### src/hdl/triangle_barycentric_weights_unit_defines.svh
// Assertion macros for the barycentric weights unit.
// No dependencies; expects clk and rst_n in the using scope.
`ifndef TRIANGLE_BARYCENTRIC_WEIGHTS_UNIT_DEFINES_SVH
`define TRIANGLE_BARYCENTRIC_WEIGHTS_UNIT_DEFINES_SVH

// Implication checked in the same cycle, idle during reset
`define TBW_ASSERT_IMP(lbl, ante, cons) \
  lbl: assert property (@(posedge clk) disable iff (!rst_n) (ante) |-> (cons)) \
    else $error("tbw check failed");

// Implication checked in the cycle after the antecedent, idle during reset
`define TBW_ASSERT_NEXT(lbl, ante, cons) \
  lbl: assert property (@(posedge clk) disable iff (!rst_n) (ante) |=> (cons)) \
    else $error("tbw check failed");

`endif

### src/hdl/tbw_pkg.sv
// Shared constants, types and helpers for the barycentric weights unit.
// No dependencies.
package tbw_pkg;

  localparam int FRAC_BITS = 24;
  // Magnitude of numerator and determinant: up to 2^31
  localparam int MAG_W = 32;
  // Scaled dividend width: magnitude shifted plus rounding carry
  localparam int DIV_W = MAG_W + FRAC_BITS + 1;
  // Signed quotient width
  localparam int QS_W = DIV_W + 1;
  // Width of weight of a before saturation
  localparam int WA_W = QS_W + 2;

  typedef struct packed {
    logic neg_b;
    logic neg_c;
    logic degen;
  } side_t;

  // Clamp a wide signed value into 32 bits
  function automatic logic [31:0] sat32(input logic signed [WA_W-1:0] v);
    logic signed [WA_W-1:0] hi;
    logic signed [WA_W-1:0] lo;
    hi = WA_W'(32'sh7fffffff);
    lo = -(WA_W'(33'sh0_8000_0000));
    if (v > hi) begin
      sat32 = 32'h7fffffff;
    end else if (v < lo) begin
      sat32 = 32'h80000000;
    end else begin
      sat32 = v[31:0];
    end
  endfunction

endpackage

### src/hdl/tbw_back.sv
// Back pipeline: apply signs, form weight of a, saturate into the output register.
// Depends on tbw_pkg.
module tbw_back (
  input  logic                        clk,
  input  logic                        rst_n,
  input  logic                        en,
  input  logic                        in_v,
  input  logic [tbw_pkg::DIV_W-1:0]   quot_b,
  input  logic [tbw_pkg::DIV_W-1:0]   quot_c,
  input  tbw_pkg::side_t              side,
  output logic                        out_v,
  output logic [31:0]                 wa,
  output logic [31:0]                 wb,
  output logic [31:0]                 wc,
  output logic                        degen
);

  localparam int QW = tbw_pkg::QS_W;
  localparam int AW = tbw_pkg::WA_W;

  logic v1_r, v2_r;
  logic signed [QW-1:0] sb_r, sc_r;
  logic degen1_r, degen_r;
  logic [31:0] wa_r, wb_r, wc_r;
  logic signed [AW-1:0] wa_full, one_fx;

  always_ff @(posedge clk) begin
    if (!rst_n) begin
      v1_r <= 1'b0;
      v2_r <= 1'b0;
    end else if (en) begin
      v1_r <= in_v;
      v2_r <= v1_r;
    end
  end

  assign one_fx  = AW'(1) <<< tbw_pkg::FRAC_BITS;
  assign wa_full = one_fx - AW'(sb_r) - AW'(sc_r);

  always_ff @(posedge clk) begin
    if (en) begin
      // Apply quotient signs
      sb_r     <= side.neg_b ? -$signed({1'b0, quot_b}) : $signed({1'b0, quot_b});
      sc_r     <= side.neg_c ? -$signed({1'b0, quot_c}) : $signed({1'b0, quot_c});
      degen1_r <= side.degen;
      // Saturate, or zero on a flat triangle
      degen_r  <= degen1_r;
      wa_r     <= degen1_r ? 32'd0 : tbw_pkg::sat32(wa_full);
      wb_r     <= degen1_r ? 32'd0 : tbw_pkg::sat32(AW'(sb_r));
      wc_r     <= degen1_r ? 32'd0 : tbw_pkg::sat32(AW'(sc_r));
    end
  end

  assign out_v = v2_r;
  assign wa    = wa_r;
  assign wb    = wb_r;
  assign wc    = wc_r;
  assign degen = degen_r;

endmodule

### config.mk
export PLATFORM = sky130hd
export DESIGN_NAME = tbw_back
export DESIGN_NICKNAME = d
export VERILOG_FILES = /design/src/hdl/triangle_barycentric_weights_unit_defines.svh /design/src/hdl/tbw_pkg.sv /design/src/hdl/tbw_back.sv
export SDC_FILE = /design/constraint.sdc
export NUM_CORES = 1
export LEC_CHECK = 0
export BUFFER_PORTS_ARGS = -buffer_cell sky130_fd_sc_hd__buf_2
export CORE_ASPECT_RATIO = 1.2
export CORE_MARGIN = 2
export CORE_UTILIZATION = 30
export CTS_CLUSTER_DIAMETER = 120
export CTS_CLUSTER_SIZE = 8
export DETAILED_ROUTE_END_ITERATION = 8
export REMOVE_ABC_BUFFERS = 1
export SETUP_SLACK_MARGIN = 0.2
export SKIP_CTS_REPAIR_TIMING = 1
export SLEW_MARGIN = 20
export SYNTH_ARGS = -nofsm -noshare
export SYNTH_HDL_FRONTEND = slang
export SYNTH_SLANG_ARGS = --single-unit
### constraint.sdc
create_clock -name clk -period 6.55 [get_ports clk]
set_clock_uncertainty 0.15 [all_clocks]
set_input_delay 1.965 -clock clk [delete_from_list [all_inputs] [get_ports clk]]
set_output_delay 1.965 -clock clk [all_outputs]
set_load 0.02 [all_outputs]
==> results summary, run 1 <==
The fraction of final layout cells sized beyond drive strength 1 is 0.161. The routability congestion estimate from global placement is 0.911. Leaving out fill and tap cells, the most frequent cell in the layout is buf_2.

The final hold violation count is 0. The first-iteration detailed-routing DRC count came out at roughly 1100. The top cell types in the final layout, fill and taps aside, are buf_2 (217), edfxtp_1 (214), nand2_1 (152). Counting stages on the worst path, the most repeated cell is ha_1. The die is 210 um wide. The clock buffer count from CTS came out at 30. The critical hold path startpoint is v1_r$_SDFFE_PN0P_.

The multiplexer fraction of the synthesized cell area is 0.00401. The flow ran to the end, and the final reports show no timing, DRC or antenna violations. Of the total synthesized cell area, the portion taken by full adders, half adders and majority gates is 0.0979. On the worst path, the slowest cell contributes a delay of 0.59 ns. The maximum root-to-sink buffer count came out at 3. The post-layout net count is 2026. The number of cells on the worst hold path came out at 2.

Of the total synthesized cell area, the portion taken by AND, OR, NAND and NOR gates is 0.149. The total die area came out at 52800 um2. Before antenna repair, the detailed router went through 5 iterations. The count of buffers inserted at the top-level ports came out at 218. The post-route minimum period came out at 5.48 ns. Among all flip-flop cells after synthesis, the most frequent one is edfxtp_1. The total count of max-transition violations in the final report is 0. The leakage power is 7.09 nW. The later pin in the worst-skew pair is clocked with a latency of between 0.5 and 0.6 ns. The sequential cell area fraction in the yosys report is 0.423.

Counting both buffers and inverters, the worst setup path holds a total of 2. In this run the critical register-to-register path is launched from sc_r[1]$_DFFE_PP_. Measured along the y axis, the die boundary spans 251 um. The final-report setup violation count came out at 0.

The reg-to-reg setup timing slack came out at 1.07 ns. The cell area after synthesis came out at 15300 um2. approximately 220 I/O pins were placed. Internal power comes to about 0.0032 W.

In this run, synthesis inferred 214 flip-flops with an integrated enable. The complex-gate fraction of the synthesized area is 0.181. The logic gate share of total power came out at 0.368.

The global-route usage over all layers came out at 0.173. Counting flops and latches in the post-synthesis netlist gives 216. The initial antenna violation count is 7. The arrival time at the worst endpoint came out at ~5.6 ns. The first-pass GRT wire length came out at 72200 um. The family of cells with the greatest summed delay on the critical path is compound AO/OA/AOI/OAI gates. The row count is 90. The unique cell type count in the Yosys netlist is 71. For the worst flop-to-flop path, the logic depth is 16. The total of max-cap violations is 0. The post-CTS clock slew at the launch and capture registers of the worst setup and hold paths is ~0.050 ns.

After synthesis, the cell types taking the most area are edfxtp_1 (42%), ha_1 (9.7%), xnor2_1 (7.8%), a21oi_1 (4.8%), nand2_1 (3.7%). Static timing analysis puts the maximum clock frequency at 183 MHz. Yosys printed 0 warnings.

In the final timing run, aggregate negative setup slack is 0 ns. Counting every sink on the clock net gives roughly 220. Measured on the finished design, the core utilization comes to 0.354. The endpoint of the worst hold-timing path is v1_r$_SDFFE_PN0P_. In this run the critical register-to-register path is captured at wa[27]$_SDFFCE_PP0P_. The share of total power consumed by net switching came out at 0.370.

The relative contribution of sequential cells to total power came out at 0.355. At the worst endpoint, the required time is roughly 6.7 ns. The fraction of post-synthesis cell area in the top cell type by area came out at 0.420. VDD sags by at most 0.000188 V. After synthesis, the largest family of logic cells by area is compound AO/OA/AOI/OAI gates.

The post-synthesis share of cell area spent on xor and xnor gates came out at 0.0905. The via count of the first global-routing pass came out at roughly 13000. The root buffer cell chosen for the clock tree is clkbuf_16. The synthesized design spends more area on one cell type than any other, namely edfxtp_1.

By startpoint and endpoint, the worst setup path is classified as reg -> reg. Setup repair after global routing left no endpoint under its margin. On the critical path, the stage with the largest delay is an instance of o311ai_1.

The area inside the core boundary came out at 50300 um2. The pin count of the biggest net entering global routing is 104. Dividing the detail-routed wire length by the instance count gives approximately 19 um.

In this run the number of H-tree levels came out at 1. Traced cell by cell, the critical path runs through ha_1, inv_1, ha_1, fa_1, a211oi_1, o21ai_0, a32oi_1, a21oi_1, o311ai_1, nand2_1, a21bo_2, or4_1, nor3_1, a311o_1, buf_4, o31ai_1. The headroom to the max-slew limit is 0.312. In the finished design, the share of the clock period the worst path needs comes to 0.837.

Hold timing on the final database bottoms out at a slack of 0.375 ns. The net load switching power is 0.00190 W. For the pin with the worst max-slew slack, the measured transition is 1.03 ns. Compared with the post-synthesis result, the final layout area differs by 16.7%. The share of synthesized registers carrying an async set or reset came out at 0.

Detailed placement finished with a half-perimeter wire length of about 37000 um. The routed via count divided by cell count came out at 5.27. The number of vias after detailed routing came out at 12900. Wires add up to about 47000 um. The starting density of the core came out at 0.304. Each instance of the synthesized netlist takes up on average roughly 9.5 um2. The critical path launch point type is a flop. The type of the worst min-delay path is reg -> reg. Of the total power, the clock network draws 0.277.

STA classifies the critical path endpoint as a flop. Dividing total power by cell area gives a power density of approximately 290 nW/um2. The maximum net fanout on the critical path is 31. The TritonCTS clock tree is built. The number of standard cells after synthesis came out at about 1600.

The aggregate global routing overflow came out at 0. After detailed routing, the number of remaining DRC violations is 0. In this run the remaining antenna-violating nets after routing total 0.
[stage by stage]
| stage | setup slack [ns] | cell area, um2 | cells | power [W] |
|---|---|---|---|---|
| floorplan | 1.23 | 15000 | 1525 | 0.00308 |
| global placement | 0.570 | 17000 | 2398 | 0.00370 |
| detailed placement | 0.529 | 17000 | 2398 | 0.00371 |
| CTS | 1.09 | 17800 | 2444 | 0.00515 |
| global route | 0.812 | 17800 | 2447 | 0.00542 |
| finish | 1.07 | 17800 | 2448 | 0.00512 |
[final cells by class]
type,instances,area [um2]
clock inverter,1,30.0
multi-input combinational,1167,8000
fill,5056,32500
sequential,216,6470
tap,644,806
antenna,4,10.0
timing repair buffer,229,1190
inverter,142,533
clock buffer,45,807
[cell families after synthesis]
group,count (synthesis)
buffers and inverters,223
AOI/OAI and AO/OA,435
and+or+nand+nor,449
adders and majority gates,119
muxes,6
DFF,216
xor gates and xnor gates,158
[synth_stat cells (4+ instances only)]
cell type and count:
edfxtp_1 214, nand2_1 152, a21oi_1 148, inv_1 142, xnor2_1 136, ha_1 118
o21ai_0 89, nor2_1 87, clkbuf_1 74, o31ai_1 63, nand4_1 46, nor4_1 28
nand3_1 25, nor3_1 23, xor2_1 22, o41ai_1 20, or4_1 20, or3_1 16
a21o_1 15, nand2b_1 14, o211ai_1 12, a211oi_1 11, o21a_1 11, a21boi_0 7
a31oi_1 7, buf_2 7, and3_1 6, o21ai_1 6, mux2i_1 5, nor2b_1 5
a221o_1 4, a32oi_1 4, or2_2 4, or3_4 4
[power groups by stage]
stage | Combinational (W) | Clock [W] | Sequential, W
after global placement | 0.00186 | 0 | 0.00184
after global routing | 0.00208 | 0.00150 | 0.00183
after detailed placement | 0.00186 | 0 | 0.00184
after CTS | 0.00188 | 0.00145 | 0.00182
after floorplan | 0.00117 | 0 | 0.00191
final | 0.00189 | 0.00142 | 0.00182
[worst max-delay path by stage]
stage | depth (start not counted) | end | from | slack (ns)
after detailed placement | 11 | sc_r[55]$_DFFE_PP_ | quot_c[13] | 0.53
final | 16 | wa[27]$_SDFFCE_PP0P_ | sc_r[1]$_DFFE_PP_ | 1.07
after global placement | 11 | sc_r[55]$_DFFE_PP_ | quot_c[13] | 0.57
after CTS | 16 | wa[27]$_SDFFCE_PP0P_ | sc_r[1]$_DFFE_PP_ | 1.09
after global routing | 16 | wa[27]$_SDFFCE_PP0P_ | sc_r[1]$_DFFE_PP_ | 0.81
after floorplan | 10 | sb_r[47]$_DFFE_PP_ | quot_b[13] | 1.23
[state kept, by name, summed over array words and instances (netlist names)]
register	count
wc	32
degen1_r	1
wb	32
wa	32
sb_r	58
degen	1
out_v	1
v1_r	1
sc_r	58
[per-layer routing]
metal | global-route usage | share of wire
met5 | 0 | 0.00086
met4 | 0.0571 | 0.027
met3 | 0.0187 | 0.041
met2 | 0.300 | 0.49
met1 | 0.223 | 0.44
[tightest hold or removal path: cells and delay by family (launching register included)]
family           cells  cell delay, ns
DFF                  1            0.31
and+or+nand+nor      1            0.05
muxes                1            0.12
Note: power is estimated with default switching activity, not from simulation.
==> run 2, diff against run 1 <==
==> constraint.sdc (replaced) <==
create_clock -name clk -period 4.5 [get_ports clk]
set_clock_uncertainty 0.15 [all_clocks]
set_input_delay 1.35 -clock clk [delete_from_list [all_inputs] [get_ports clk]]
set_output_delay 1.35 -clock clk [all_outputs]
set_load 0.02 [all_outputs]
==> run 2 against run 1 <==
The run now ends with setup timing left. Non-clock buffer count increased by 266. Fmax increased by 15%. First-iteration DRC count decreased by 29%. Count of clock-buffer cells in the layout did not move. Combinational power rose by 84%. Critical path type unchanged. Die area unchanged. Sequential cell count did not move. Via count up 7.3%. Core utilization grew 5.4 points. Sequential share of layout area is 4.8 points lower.
==> results summary, run 2 (synthesis gave the netlist of run 1 again) <==
The reg-to-reg setup timing slack came out at -0.28 ns (was 1.07 ns). The type of the worst min-delay path was reg -> reg (unchanged). The worst setup path category is reg -> reg (unchanged). The pre-CTS worst setup slack came out at -0.675 ns (was 0.529 ns). The post-CTS clock slew at the launch and capture registers of the worst setup and hold paths came out at 0.06 ns (was 0.05 ns). The clock buffer count from CTS is 30 (unchanged). The aggregate global routing overflow came out at 0 (unchanged).

The leakage power was 8.60 nW (was 7.09 nW). The post-route clock period utilization came out at 1.06 (was 0.837). The per-cell routed wire length is 18.2 um (was 19.0 um). The TritonCTS clock tree was built (unchanged). The routability congestion estimate from global placement came out at 0.915 (was 0.911). The starting density of the core is 0.304 (unchanged). The number of nets still failing antenna checks after routing was 0 (unchanged). The number of detailed-routing iterations run before antenna repair came to 5 (unchanged).

The final hold violation count came out at 0 (unchanged). The multi-input gate area in the final layout is 8590 um2 (was 8000 um2). The number of levels the H-tree was split into came out at 1 (unchanged). The final cell count without fillers came out at 2720 (was 2448). The headroom to the max-slew limit came out at 0.228 (was 0.312). The end of the worst register-to-register path is wa[28]$_SDFFCE_PP0P_ (was wa[27]$_SDFFCE_PP0P_). The fraction of final layout cells sized beyond drive strength 1 came to 0.305 (was 0.161).

The area inside the core boundary came out at 50300 um2 (unchanged). The cell at the root of the clock tree is clkbuf_16 (unchanged). The clock latency on the worst-skew pair is 0.59 ns (was 0.58 ns). The initial antenna violation count came out at 11 (was 7). The final worst setup slack came out at -0.276 ns (was 1.07 ns). The launch instance of the worst register-to-register path is sc_r[1]$_DFFE_PP_ (unchanged). The number of cells in the design after placement is 2649 (was 2398).

The final-report setup violation count came out at 31 (was 0). Commonest cells after routing, fill and taps aside: buf_4 (262), edfxtp_1 (214), buf_2 (212) (was buf_2 (217), edfxtp_1 (214), nand2_1 (152)). The first-pass GRT wire length is 74400 um (was 72200 um). The maximum root-to-sink buffer count is 3 (unchanged). The post-route minimum period came out at 4.78 ns (was 5.48 ns). Largest registers: sb_r x58, sc_r x58 (unchanged).

The total of max-cap violations is 0 (unchanged). The arrival time at the worst endpoint is 4.93 ns (was 5.60 ns). The final core area utilization is 0.409 (was 0.354).

The global-route usage over all layers came out at 0.179 (was 0.173). The endpoint of the worst hold-timing path was out_v$_SDFFE_PN0P_ (was v1_r$_SDFFE_PN0P_). The first-iteration detailed-routing DRC count came out at 766 (was 1076). The checks that failed: setup timing. Result of the run: complete, but fails checks (was complete, no violations). Setup repair after global routing missed its margin: true (was false). The post-DP HPWL came out at 39500 um (was 37200 um).

The pin count of the biggest net entering global routing came out at 76 (was 104). The routed via count divided by cell count came out at 5.09 (was 5.27). The number of cells on the worst hold path is 2 (unchanged).

The area used by sequential logic in the layout came to 6470 um2 (unchanged). The critical path launch point type is a flop (unchanged). The maximum VDD drop came out at 0.000284 V (was 0.000188 V). The total die area is 52800 um2 (unchanged). The number of clock sinks seen by CTS came out at 216 (unchanged). The area added between synthesis and finish was 34.6% (was 16.7%).

The post-layout net count is 2292 (was 2026). The count of buffers inserted at the top-level ports is 218 (unchanged). The power density over the cells came out at 397 nW/um2 (was 287 nW/um2). The leading cell type in the layout, fill and taps excluded was buf_4 (was buf_2). The maximum net fanout on the critical path is 8 (was 31). The layout filler cell count is 4880 (was 5056).

The upper clock frequency limit is 209 MHz (was 183 MHz). The aggregate routed wire length is 49600 um (was 46500 um). The I/O pin count came out at 219 (unchanged).

The total count of max-transition violations in the final report came out at 0 (unchanged). The critical hold path startpoint is out_v$_SDFFE_PN0P_ (was v1_r$_SDFFE_PN0P_). The die width is 210 um (unchanged). The sum of negative setup slack is -7.83 ns (was 0 ns). The nature of the critical path endpoint is a flop (unchanged). The row count is 90 (unchanged).

The cell depth of the worst flop-to-flop path is 17 (was 16). The slew at the pin closest to its max-slew limit came out at 1.16 ns (was 1.03 ns). The die height was 251 um (unchanged).

The number of vias after detailed routing is 13800 (was 12900). The number of design rule violations left after detail routing is 0 (unchanged). The required time at the worst-slack endpoint was 4.66 ns (was 6.67 ns). The via count of the first global-routing pass is 13800 (was 12800).
-- run 2: final cells by class --
type                    count  area share
multi-input cells        1167       0.417
flip-flops and latches    216       0.314
repair buffers            495       0.161
clock buffers              45      0.0392
well taps                 644      0.0392
inverters                 142      0.0259
clock inverters             1     0.00146
diodes                     10     0.00122
-- run 2: how the worst max path moves through the flow --
stage                                  from                   end  slack [ns]  depth (start not counted)
after floorplan           sb_r[1]$_DFFE_PP_   wa[0]$_SDFFCE_PP0P_       -0.53                         15
after global placement           quot_b[21]    sb_r[47]$_DFFE_PP_       -0.61                         12
after detailed placement         quot_b[21]    sb_r[47]$_DFFE_PP_       -0.67                         12
after CTS                 sc_r[1]$_DFFE_PP_  wa[26]$_SDFFCE_PP0P_       -0.62                         16
after global routing      sc_r[1]$_DFFE_PP_  wa[23]$_SDFFCE_PP0P_       -0.39                         17
final                     sc_r[1]$_DFFE_PP_  wa[28]$_SDFFCE_PP0P_       -0.28                         17
-- run 2: critical path: stages, from the launching register on --
cell       delay [ns]
edfxtp_1         0.48
ha_4             0.32
inv_2            0.04
ha_4             0.16
fa_2             0.38
a211oi_4         0.26
o211ai_1         0.17
a41o_1           0.23
nor3b_4          0.17
a311o_2          0.42
buf_6            0.15
mux2i_2          0.15
a21o_1           0.17
or4_4            0.43
nor3_4           0.18
a311o_2          0.35
clkbuf_16        0.21
o31ai_1          0.07
-- run 2: per-layer routing --
layer	wire (um)	part of all wire	vias up	track usage
met5	7	0.00014	-	0
met4	1800	0.036	2	0.0721
met3	2050	0.041	101	0.0205
met2	24100	0.49	349	0.306
met1	21600	0.44	6565	0.230
li1	-	-	6832	-
-- run 2: where the power goes --
group          switching, W  internal [W]
clock network      0.000854       0.00121
logic               0.00199       0.00148
registers          0.000130       0.00251
total               0.00297       0.00521
-- run 2: metrics by stage --
stage	hold WS [ns]	power [W]	instance area, um2
2_1_floorplan	0.332	0.00448	15000
3_3_place_gp	0.346	0.00591	18900
3_5_place_dp	0.359	0.00593	18900
4_1_cts	0.373	0.00803	19700
5_1_grt	0.403	0.00866	20600
6_report	0.371	0.00818	20600
